File: config.mk
export PLATFORM = sky130hd
export DESIGN_NAME = julia_escape_time_pixel
export DESIGN_NICKNAME = d
export VERILOG_FILES = /design/src/rtl/jet_pkg.sv /design/src/rtl/julia_escape_time_pixel.sv
export SDC_FILE = /design/constraint.sdc
export NUM_CORES = 2
export LEC_CHECK = 0
export BUFFER_PORTS_ARGS = -buffer_cell sky130_fd_sc_hd__buf_2
export CORE_ASPECT_RATIO = 1.25
export CORE_MARGIN = 4
export CORE_UTILIZATION = 65
export DETAILED_ROUTE_END_ITERATION = 10
export PLACE_DENSITY = 0.82
export SLEW_MARGIN = 20
export SYNTH_ARGS = -nofsm -noshare
export SYNTH_HDL_FRONTEND = slang
export SYNTH_SLANG_ARGS = --single-unit
File: constraint.sdc
create_clock -name clk -period 13.85 [get_ports clk]
set_clock_uncertainty 0.2 [all_clocks]
set_input_delay 2.77 -clock clk [delete_from_list [all_inputs] [get_ports clk]]
set_output_delay 2.77 -clock clk [all_outputs]
set_load 0.01 [all_outputs]
File: src/rtl/jet_pkg.sv
package jet_pkg;

    // Fixed-point format of z, c, origin and step
    localparam int FRAC_BITS  = 28;
    localparam int DATA_W     = 32;
    localparam int PROD_W     = 2 * DATA_W;
    localparam int COORD_W    = 10;
    localparam int COUNT_W    = 10;
    localparam int STEP_W     = 31;
    localparam int REG_IDX_W  = 3;

    // Escape when |z|^2 > 4, with |z|^2 carrying 2*FRAC_BITS fraction bits
    localparam logic [PROD_W-1:0] ESC_LIMIT = PROD_W'(1) << (2 * FRAC_BITS + 2);

    // Register indexes of the write port
    localparam logic [REG_IDX_W-1:0] REG_LIMIT       = 3'd0;
    localparam logic [REG_IDX_W-1:0] REG_CONST_REAL  = 3'd1;
    localparam logic [REG_IDX_W-1:0] REG_CONST_IMAG  = 3'd2;
    localparam logic [REG_IDX_W-1:0] REG_ORIGIN_REAL = 3'd3;
    localparam logic [REG_IDX_W-1:0] REG_ORIGIN_IMAG = 3'd4;
    localparam logic [REG_IDX_W-1:0] REG_PIXEL_STEP  = 3'd5;
    localparam logic [REG_IDX_W-1:0] REG_BASE_COLOR  = 3'd6;
    localparam logic [REG_IDX_W-1:0] REG_COLOR_MASK  = 3'd7;

    // Sequencer states
    typedef enum logic [3:0] {
        ST_IDLE,
        ST_INIT_R,
        ST_INIT_I,
        ST_INIT_Z,
        ST_SQ_R,
        ST_SQ_I,
        ST_CROSS,
        ST_UPDATE,
        ST_COLOR,
        ST_FINISH
    } jet_state_t;

    // Clamp a wide signed value to the 32-bit signed range
    function automatic logic signed [DATA_W-1:0] sat32(input logic signed [PROD_W-1:0] v);
        logic signed [PROD_W-1:0] max_v;
        logic signed [PROD_W-1:0] min_v;
        max_v = PROD_W'(signed'({1'b0, {(DATA_W-1){1'b1}}}));
        min_v = PROD_W'(signed'({1'b1, {(DATA_W-1){1'b0}}}));
        if (v > max_v)
            return max_v[DATA_W-1:0];
        else if (v < min_v)
            return min_v[DATA_W-1:0];
        else
            return v[DATA_W-1:0];
    endfunction

endpackage

File: src/rtl/julia_escape_time_pixel.sv
// Channel  | Dir | Payload (lowest bits first)                          | Accept
// s_axis   | in  | tdata[23:0]: pixel_col[9:0], pixel_row[19:10]        | tvalid & tready
// m_axis   | out | tdata[63:0]: out_col, out_row, pixel_value,          | tvalid & tready
//          |     |              escape_count                            |
// wr       | in  | wr_index selects register, wr_data its value         | wr_en
//
// An item runs the start steps, the iteration loop (skipped for a zero limit)
// and the colour step. All products go through a single 32x32 signed multiplier,
// three per iteration, plus one for each start coordinate and one for the colour.
// Input is taken only while the sequencer is idle; a finished result sits in the
// output register, so a stalled output holds the next pixel only at its last step.
// rst_n clears the sequencer and output valid and reloads the register defaults.
module julia_escape_time_pixel
    import jet_pkg::*;
(
    input  logic        clk,
    input  logic        rst_n,
    input  logic        s_axis_tvalid,
    output logic        s_axis_tready,
    input  logic [23:0] s_axis_tdata,   // pixel_col[9:0], pixel_row[19:10], zero pad
    output logic        m_axis_tvalid,
    input  logic        m_axis_tready,
    output logic [63:0] m_axis_tdata,   // out_col[9:0], out_row[19:10],
                                        // pixel_value[51:20], escape_count[61:52], zero pad
    input  logic        wr_en,
    input  logic [2:0]  wr_index,
    input  logic [31:0] wr_data
);

    jet_state_t state_reg;
    jet_state_t state_next;

    // Configuration registers
    logic        [COUNT_W-1:0] limit_reg;
    logic signed [DATA_W-1:0]  cr_reg;
    logic signed [DATA_W-1:0]  ci_reg;
    logic signed [DATA_W-1:0]  origin_r_reg;
    logic signed [DATA_W-1:0]  origin_i_reg;
    logic        [STEP_W-1:0]  step_reg;
    logic        [DATA_W-1:0]  base_reg;
    logic        [DATA_W-1:0]  mask_reg;

    // Working registers
    logic        [COORD_W-1:0] col_reg;
    logic        [COORD_W-1:0] row_reg;
    logic signed [DATA_W-1:0]  zr_reg;
    logic signed [DATA_W-1:0]  zi_reg;
    logic signed [PROD_W-1:0]  rr_reg;
    logic signed [PROD_W-1:0]  ii_reg;
    logic signed [PROD_W-1:0]  prod_reg;
    logic        [COUNT_W-1:0] count_reg;
    logic                      esc_reg;
    logic                      test_reg;

    // Output register
    logic                      out_valid_reg;
    logic        [COORD_W-1:0] out_col_reg;
    logic        [COORD_W-1:0] out_row_reg;
    logic        [DATA_W-1:0]  out_pix_reg;
    logic        [COUNT_W-1:0] out_cnt_reg;

    // Shared multiplier and datapath terms
    logic signed [DATA_W-1:0]  mul_a;
    logic signed [DATA_W-1:0]  mul_b;
    logic signed [PROD_W-1:0]  mul_p;
    logic        [PROD_W-1:0]  mag;
    logic                      escape_hit;
    logic        [COUNT_W:0]   count_inc;
    logic                      limit_hit;
    logic signed [PROD_W-1:0]  re_diff;
    logic signed [DATA_W-1:0]  zr_new;
    logic signed [DATA_W-1:0]  zi_new;
    logic signed [DATA_W-1:0]  zr_init;
    logic signed [DATA_W-1:0]  zi_init;
    logic                      out_load;

    assign mul_p = PROD_W'(mul_a) * PROD_W'(mul_b);

    // |z|^2 of the freshly updated z: rr_reg holds zr^2, prod_reg holds zi^2
    assign mag        = unsigned'(rr_reg) + unsigned'(prod_reg);
    assign escape_hit = (mag > ESC_LIMIT);
    assign count_inc  = {1'b0, count_reg} + (COUNT_W+1)'(1);
    assign limit_hit  = (count_inc == {1'b0, limit_reg});

    // z*z + c with floor shifts, then clamp
    assign re_diff = rr_reg - ii_reg;
    assign zr_new  = sat32((re_diff >>> FRAC_BITS) + PROD_W'(cr_reg));
    assign zi_new  = sat32((prod_reg >>> (FRAC_BITS - 1)) + PROD_W'(ci_reg));

    // Start point: origin + coordinate * step
    assign zr_init = sat32(PROD_W'(origin_r_reg) + prod_reg);
    assign zi_init = sat32(PROD_W'(origin_i_reg) + prod_reg);

    assign s_axis_tready = (state_reg == ST_IDLE);
    assign out_load      = (state_reg == ST_FINISH) && (!out_valid_reg || m_axis_tready);

    assign m_axis_tvalid = out_valid_reg;
    assign m_axis_tdata  = {2'b00, out_cnt_reg, out_pix_reg, out_row_reg, out_col_reg};

    // Select multiplier operands and next state
    always_comb
    begin
        state_next = state_reg;
        mul_a      = signed'(~mask_reg);
        mul_b      = signed'({{(DATA_W-COUNT_W){1'b0}}, count_reg});
        unique case (state_reg)
            ST_IDLE:
            begin
                if (s_axis_tvalid)
                    state_next = ST_INIT_R;
            end
            ST_INIT_R:
            begin
                mul_a      = signed'({{(DATA_W-COORD_W){1'b0}}, col_reg});
                mul_b      = signed'({1'b0, step_reg});
                state_next = ST_INIT_I;
            end
            ST_INIT_I:
            begin
                mul_a      = signed'({{(DATA_W-COORD_W){1'b0}}, row_reg});
                mul_b      = signed'({1'b0, step_reg});
                state_next = ST_INIT_Z;
            end
            ST_INIT_Z:
            begin
                if (limit_reg == '0)
                    state_next = ST_COLOR;
                else
                    state_next = ST_SQ_R;
            end
            ST_SQ_R:
            begin
                mul_a      = zr_reg;
                mul_b      = zr_reg;
                state_next = ST_SQ_I;
            end
            ST_SQ_I:
            begin
                mul_a      = zi_reg;
                mul_b      = zi_reg;
                state_next = ST_CROSS;
            end
            ST_CROSS:
            begin
                mul_a = zr_reg;
                mul_b = zi_reg;
                if (test_reg && (escape_hit || limit_hit))
                    state_next = ST_COLOR;
                else
                    state_next = ST_UPDATE;
            end
            ST_UPDATE:
            begin
                state_next = ST_SQ_R;
            end
            ST_COLOR:
            begin
                state_next = ST_FINISH;
            end
            ST_FINISH:
            begin
                if (!out_valid_reg || m_axis_tready)
                    state_next = ST_IDLE;
            end
            default:
            begin
                state_next = ST_IDLE;
            end
        endcase
    end

    // Sequencer state, loop control and output valid
    always_ff @(posedge clk or negedge rst_n)
    begin
        if (!rst_n)
        begin
            state_reg     <= ST_IDLE;
            count_reg     <= '0;
            esc_reg       <= 1'b0;
            test_reg      <= 1'b0;
            out_valid_reg <= 1'b0;
        end
        else
        begin
            state_reg <= state_next;
            // Start a pixel clean
            if (state_reg == ST_IDLE)
            begin
                count_reg <= '0;
                esc_reg   <= 1'b0;
                test_reg  <= 1'b0;
            end
            // Test the updated z, advance the count when it stays bounded
            if (state_reg == ST_CROSS && test_reg)
            begin
                if (escape_hit)
                    esc_reg <= 1'b1;
                else
                    count_reg <= count_inc[COUNT_W-1:0];
            end
            if (state_reg == ST_UPDATE)
                test_reg <= 1'b1;
            // Hold the result until taken
            if (out_load)
                out_valid_reg <= 1'b1;
            else if (m_axis_tready)
                out_valid_reg <= 1'b0;
        end
    end

    // Configuration writes
    always_ff @(posedge clk or negedge rst_n)
    begin
        if (!rst_n)
        begin
            limit_reg    <= COUNT_W'(100);
            cr_reg       <= DATA_W'(76504105);
            ci_reg       <= DATA_W'(2684355);
            origin_r_reg <= DATA_W'(-429496730);
            origin_i_reg <= DATA_W'(-483183821);
            step_reg     <= STEP_W'(766958);
            base_reg     <= DATA_W'(32'h00FF_FFFF);
            mask_reg     <= '0;
        end
        else if (wr_en)
        begin
            unique case (wr_index)
                REG_LIMIT:       limit_reg    <= wr_data[COUNT_W-1:0];
                REG_CONST_REAL:  cr_reg       <= signed'(wr_data);
                REG_CONST_IMAG:  ci_reg       <= signed'(wr_data);
                REG_ORIGIN_REAL: origin_r_reg <= signed'(wr_data);
                REG_ORIGIN_IMAG: origin_i_reg <= signed'(wr_data);
                REG_PIXEL_STEP:  step_reg     <= wr_data[STEP_W-1:0];
                REG_BASE_COLOR:  base_reg     <= wr_data;
                REG_COLOR_MASK:  mask_reg     <= wr_data;
                default:         limit_reg    <= limit_reg;
            endcase
        end
    end

    // Datapath registers
    always_ff @(posedge clk)
    begin
        prod_reg <= mul_p;
        if (state_reg == ST_IDLE && s_axis_tvalid)
        begin
            col_reg <= s_axis_tdata[COORD_W-1:0];
            row_reg <= s_axis_tdata[2*COORD_W-1:COORD_W];
        end
        if (state_reg == ST_INIT_I)
            zr_reg <= zr_init;
        if (state_reg == ST_INIT_Z)
            zi_reg <= zi_init;
        if (state_reg == ST_SQ_I)
            rr_reg <= prod_reg;
        if (state_reg == ST_CROSS)
            ii_reg <= prod_reg;
        if (state_reg == ST_UPDATE)
        begin
            zr_reg <= zr_new;
            zi_reg <= zi_new;
        end
        // Load the result: prod_reg holds (~mask) * count here
        if (out_load)
        begin
            out_col_reg <= col_reg;
            out_row_reg <= row_reg;
            out_pix_reg <= esc_reg ? (base_reg & prod_reg[DATA_W-1:0]) : '0;
            out_cnt_reg <= count_reg;
        end
    end

endmodule
==> reports/qor.yml <==
cts_tree: "yes"
synth-seq-area-share_pct: 20.6
drt_first_iter_violations: 8335
clk_pin_slew_ns: 0.07
netlist_instances: 8334
die-area_um2: 124000
fin_crit_sh_pct: 90.9
avgRoutedWirePerCell_um: 31.3
worstSetupPathType: "reg -> reg"
timing.slew.headroom_pct: 12.4
yosysTopAreaCellShare_pct: 28.2
clock_latency_ns: 0.74
initial_core_util_pct: 65.4
worst_pin_slew_ns: 1.31
place_hpwl_um: 243000
ioPinCount: 130
clock_sinks: 588
first_pass_iters: 9
ant_nets: 0
final-setup-viol-count: 0
clockBufferDepth: 3
cts_resized: 0
num_vias: 69000
slowest_stage: "nor2_1"
hold_viol_final: 0
port_buffers: 123
fmax_mhz: 79.4
post_cts_buffers: 0
yosysTopAreaCell: "fa_1"
synth-edff-count: 274
required_ns: 14.26
grt_max_degree: 73
gr-total-overflow: 0
rsz0062_at_grt: "no"
antenna_found_initial: 43
multi_input_area_um2: 56200
status: "complete, no violations"
regArea_um2: 15900
drive_gt1_share_pct: 10.7
yosys-top-cells-count: "fa_1 (1087), inv_1 (1079), nand2_1 (893)"
n_fill_cell: 8967
async_flop_share_pct: 42.5
netlist-cell-type-count: 102
yosys_most_used_dff: "edfxtp_1"
cts_root_buf: "clkbuf_16"
yosysWarnings: 0
gp_congestion: 1.12
die_y_um: 393
startpoint_type: "register"
num-nets-final: 10000
core-area_um2: 118000
htree_levels: 3
grt_pass1_vias: 70500
via_per_inst: 6.87
ys_top_cells_by_area: "fa_1 (28%), edfxtp_1 (11%), ha_1 (8.2%), inv_1 (5.2%), dfrtp_1 (4.9%)"
grt_pass1_wl_um: 459000
critPathCaptureType: "register"
slew_violations: 0
cts_made_buffers: 69
syn_area_um2: 77200
row_count: 141
crit_fanout: 30
yosysMostFrequentCell: "fa_1"
hold_path.class: "reg -> reg"
dieWidth_um: 316
ys_ff_latch: 588
routed_wirelength_um: 314000
syn_area_per_cell_um2: 9.27
tns_ns: 0
max_stage_delay_ns: 0.98
drc: 0
critPathArrivalTime_ns: 13.01
crit_top_cell: "fa_1"
min_period_ns: 12.59
grtUsageTotal_pct: 51.1
maxCapViolCount: 0
area_delta_synth_final_pct: 7.24
cts_hold_buffers: 0
kinds of logic after synthesis:
family,after synthesis,synth area share (%)
fa+ha+maj,1596,36.4
buf+inv,1441,7.12
compound gates,1647,14.2
mux,256,3.70
simple gates,2497,14.5
other cells,1,0.00486
flops,588,20.6
xor+xnor,308,3.49
worst paths after layout:
path                              start        endpoint  slack (ns)  cells past startpoint
max in group asynchronous         rst_n    mask_reg[12]       10.18                      2
max                        state_reg[3]    prod_reg[63]        1.26                     35
min reg2reg                  row_reg[5]  out_row_reg[5]        0.26                      0
max reg2reg                state_reg[3]    prod_reg[63]        1.26                     35
min in group asynchronous         rst_n      ci_reg[31]        1.82                      1
min                          row_reg[5]  out_row_reg[5]        0.26                      0
per-stage QoR:
stage / utilization [%] / cells / setup slack, ns / hold slack (ns) / area [µm²]
after global placement: 68.0 / 9868 / 2.38 / 0.233 / 80200
after CTS: 70.0 / 9996 / 2.02 / 0.255 / 82700
after detailed placement: 68.0 / 9868 / 2.14 / 0.240 / 80200
after global routing: 70.1 / 10000 / 1.08 / 0.259 / 82700
final: 70.2 / 10000 / 1.26 / 0.258 / 82800
after floorplan: - / 8335 / 2.17 / 0.223 / 77200
worst max-delay path, delay by kind of cell (launching register included):
kind / cells / cell delay, ns
flip-flops: 1 / 0.53
AND/OR/NAND/NOR: 7 / 2.70
buffers and inverters: 8 / 1.31
XOR/XNOR: 1 / 0.14
AO/OA/AOI/OAI: 10 / 3.11
adder cells (fa/ha/maj): 9 / 4.44
placed cells by master (no fill, tap or decap), types with 41 or more instances in the layout:
cell type,netlist,layout
nand4_1,112,112
nand2_1,893,893
a21o_1,194,194
nor4_1,42,41
edfxtp_1,274,274
clkbuf_16,0,70
xor2_1,114,114
inv_1,1079,1079
dfxtp_1,64,64
dfstp_2,100,100
nor3_1,91,86
xnor2_1,194,193
dfrtp_1,150,149
diode_2,0,43
nor2b_1,45,45
o21a_1,62,62
fa_1,1087,1087
o21bai_1,50,50
ha_1,509,509
and2_1,53,53
o21ai_0,276,270
a211oi_1,49,49
a21oi_1,424,419
mux2_2,237,237
nand3_1,116,116
a22oi_1,84,84
nand2b_1,75,75
buf_4,13,197
o211ai_1,70,70
and3_1,75,74
nor2_1,852,836
buf_2,21,122
final cells by class:
type,count,area share (%)
inverter,1081,4.90
tap,1573,2.38
antenna,43,0.130
clock buffer,84,2.23
timing repair buffer,324,2.61
multi-input combinational,6306,67.8
sequential,588,19.2
clock inverter,44,0.727
layer usage:
layer | up-vias | track usage [%] | routed length, µm
li1 | 28200 | - | -
met5 | - | 0 | 366
met3 | 1885 | 21.4 | 43500
met4 | 30 | 51.2 | 43100
met1 | 33700 | 54.6 | 94700
met2 | 5256 | 74.1 | 133000
Power is not shown: default switching activity piles up to over one toggle a cycle in this logic, so the estimate is an artifact.
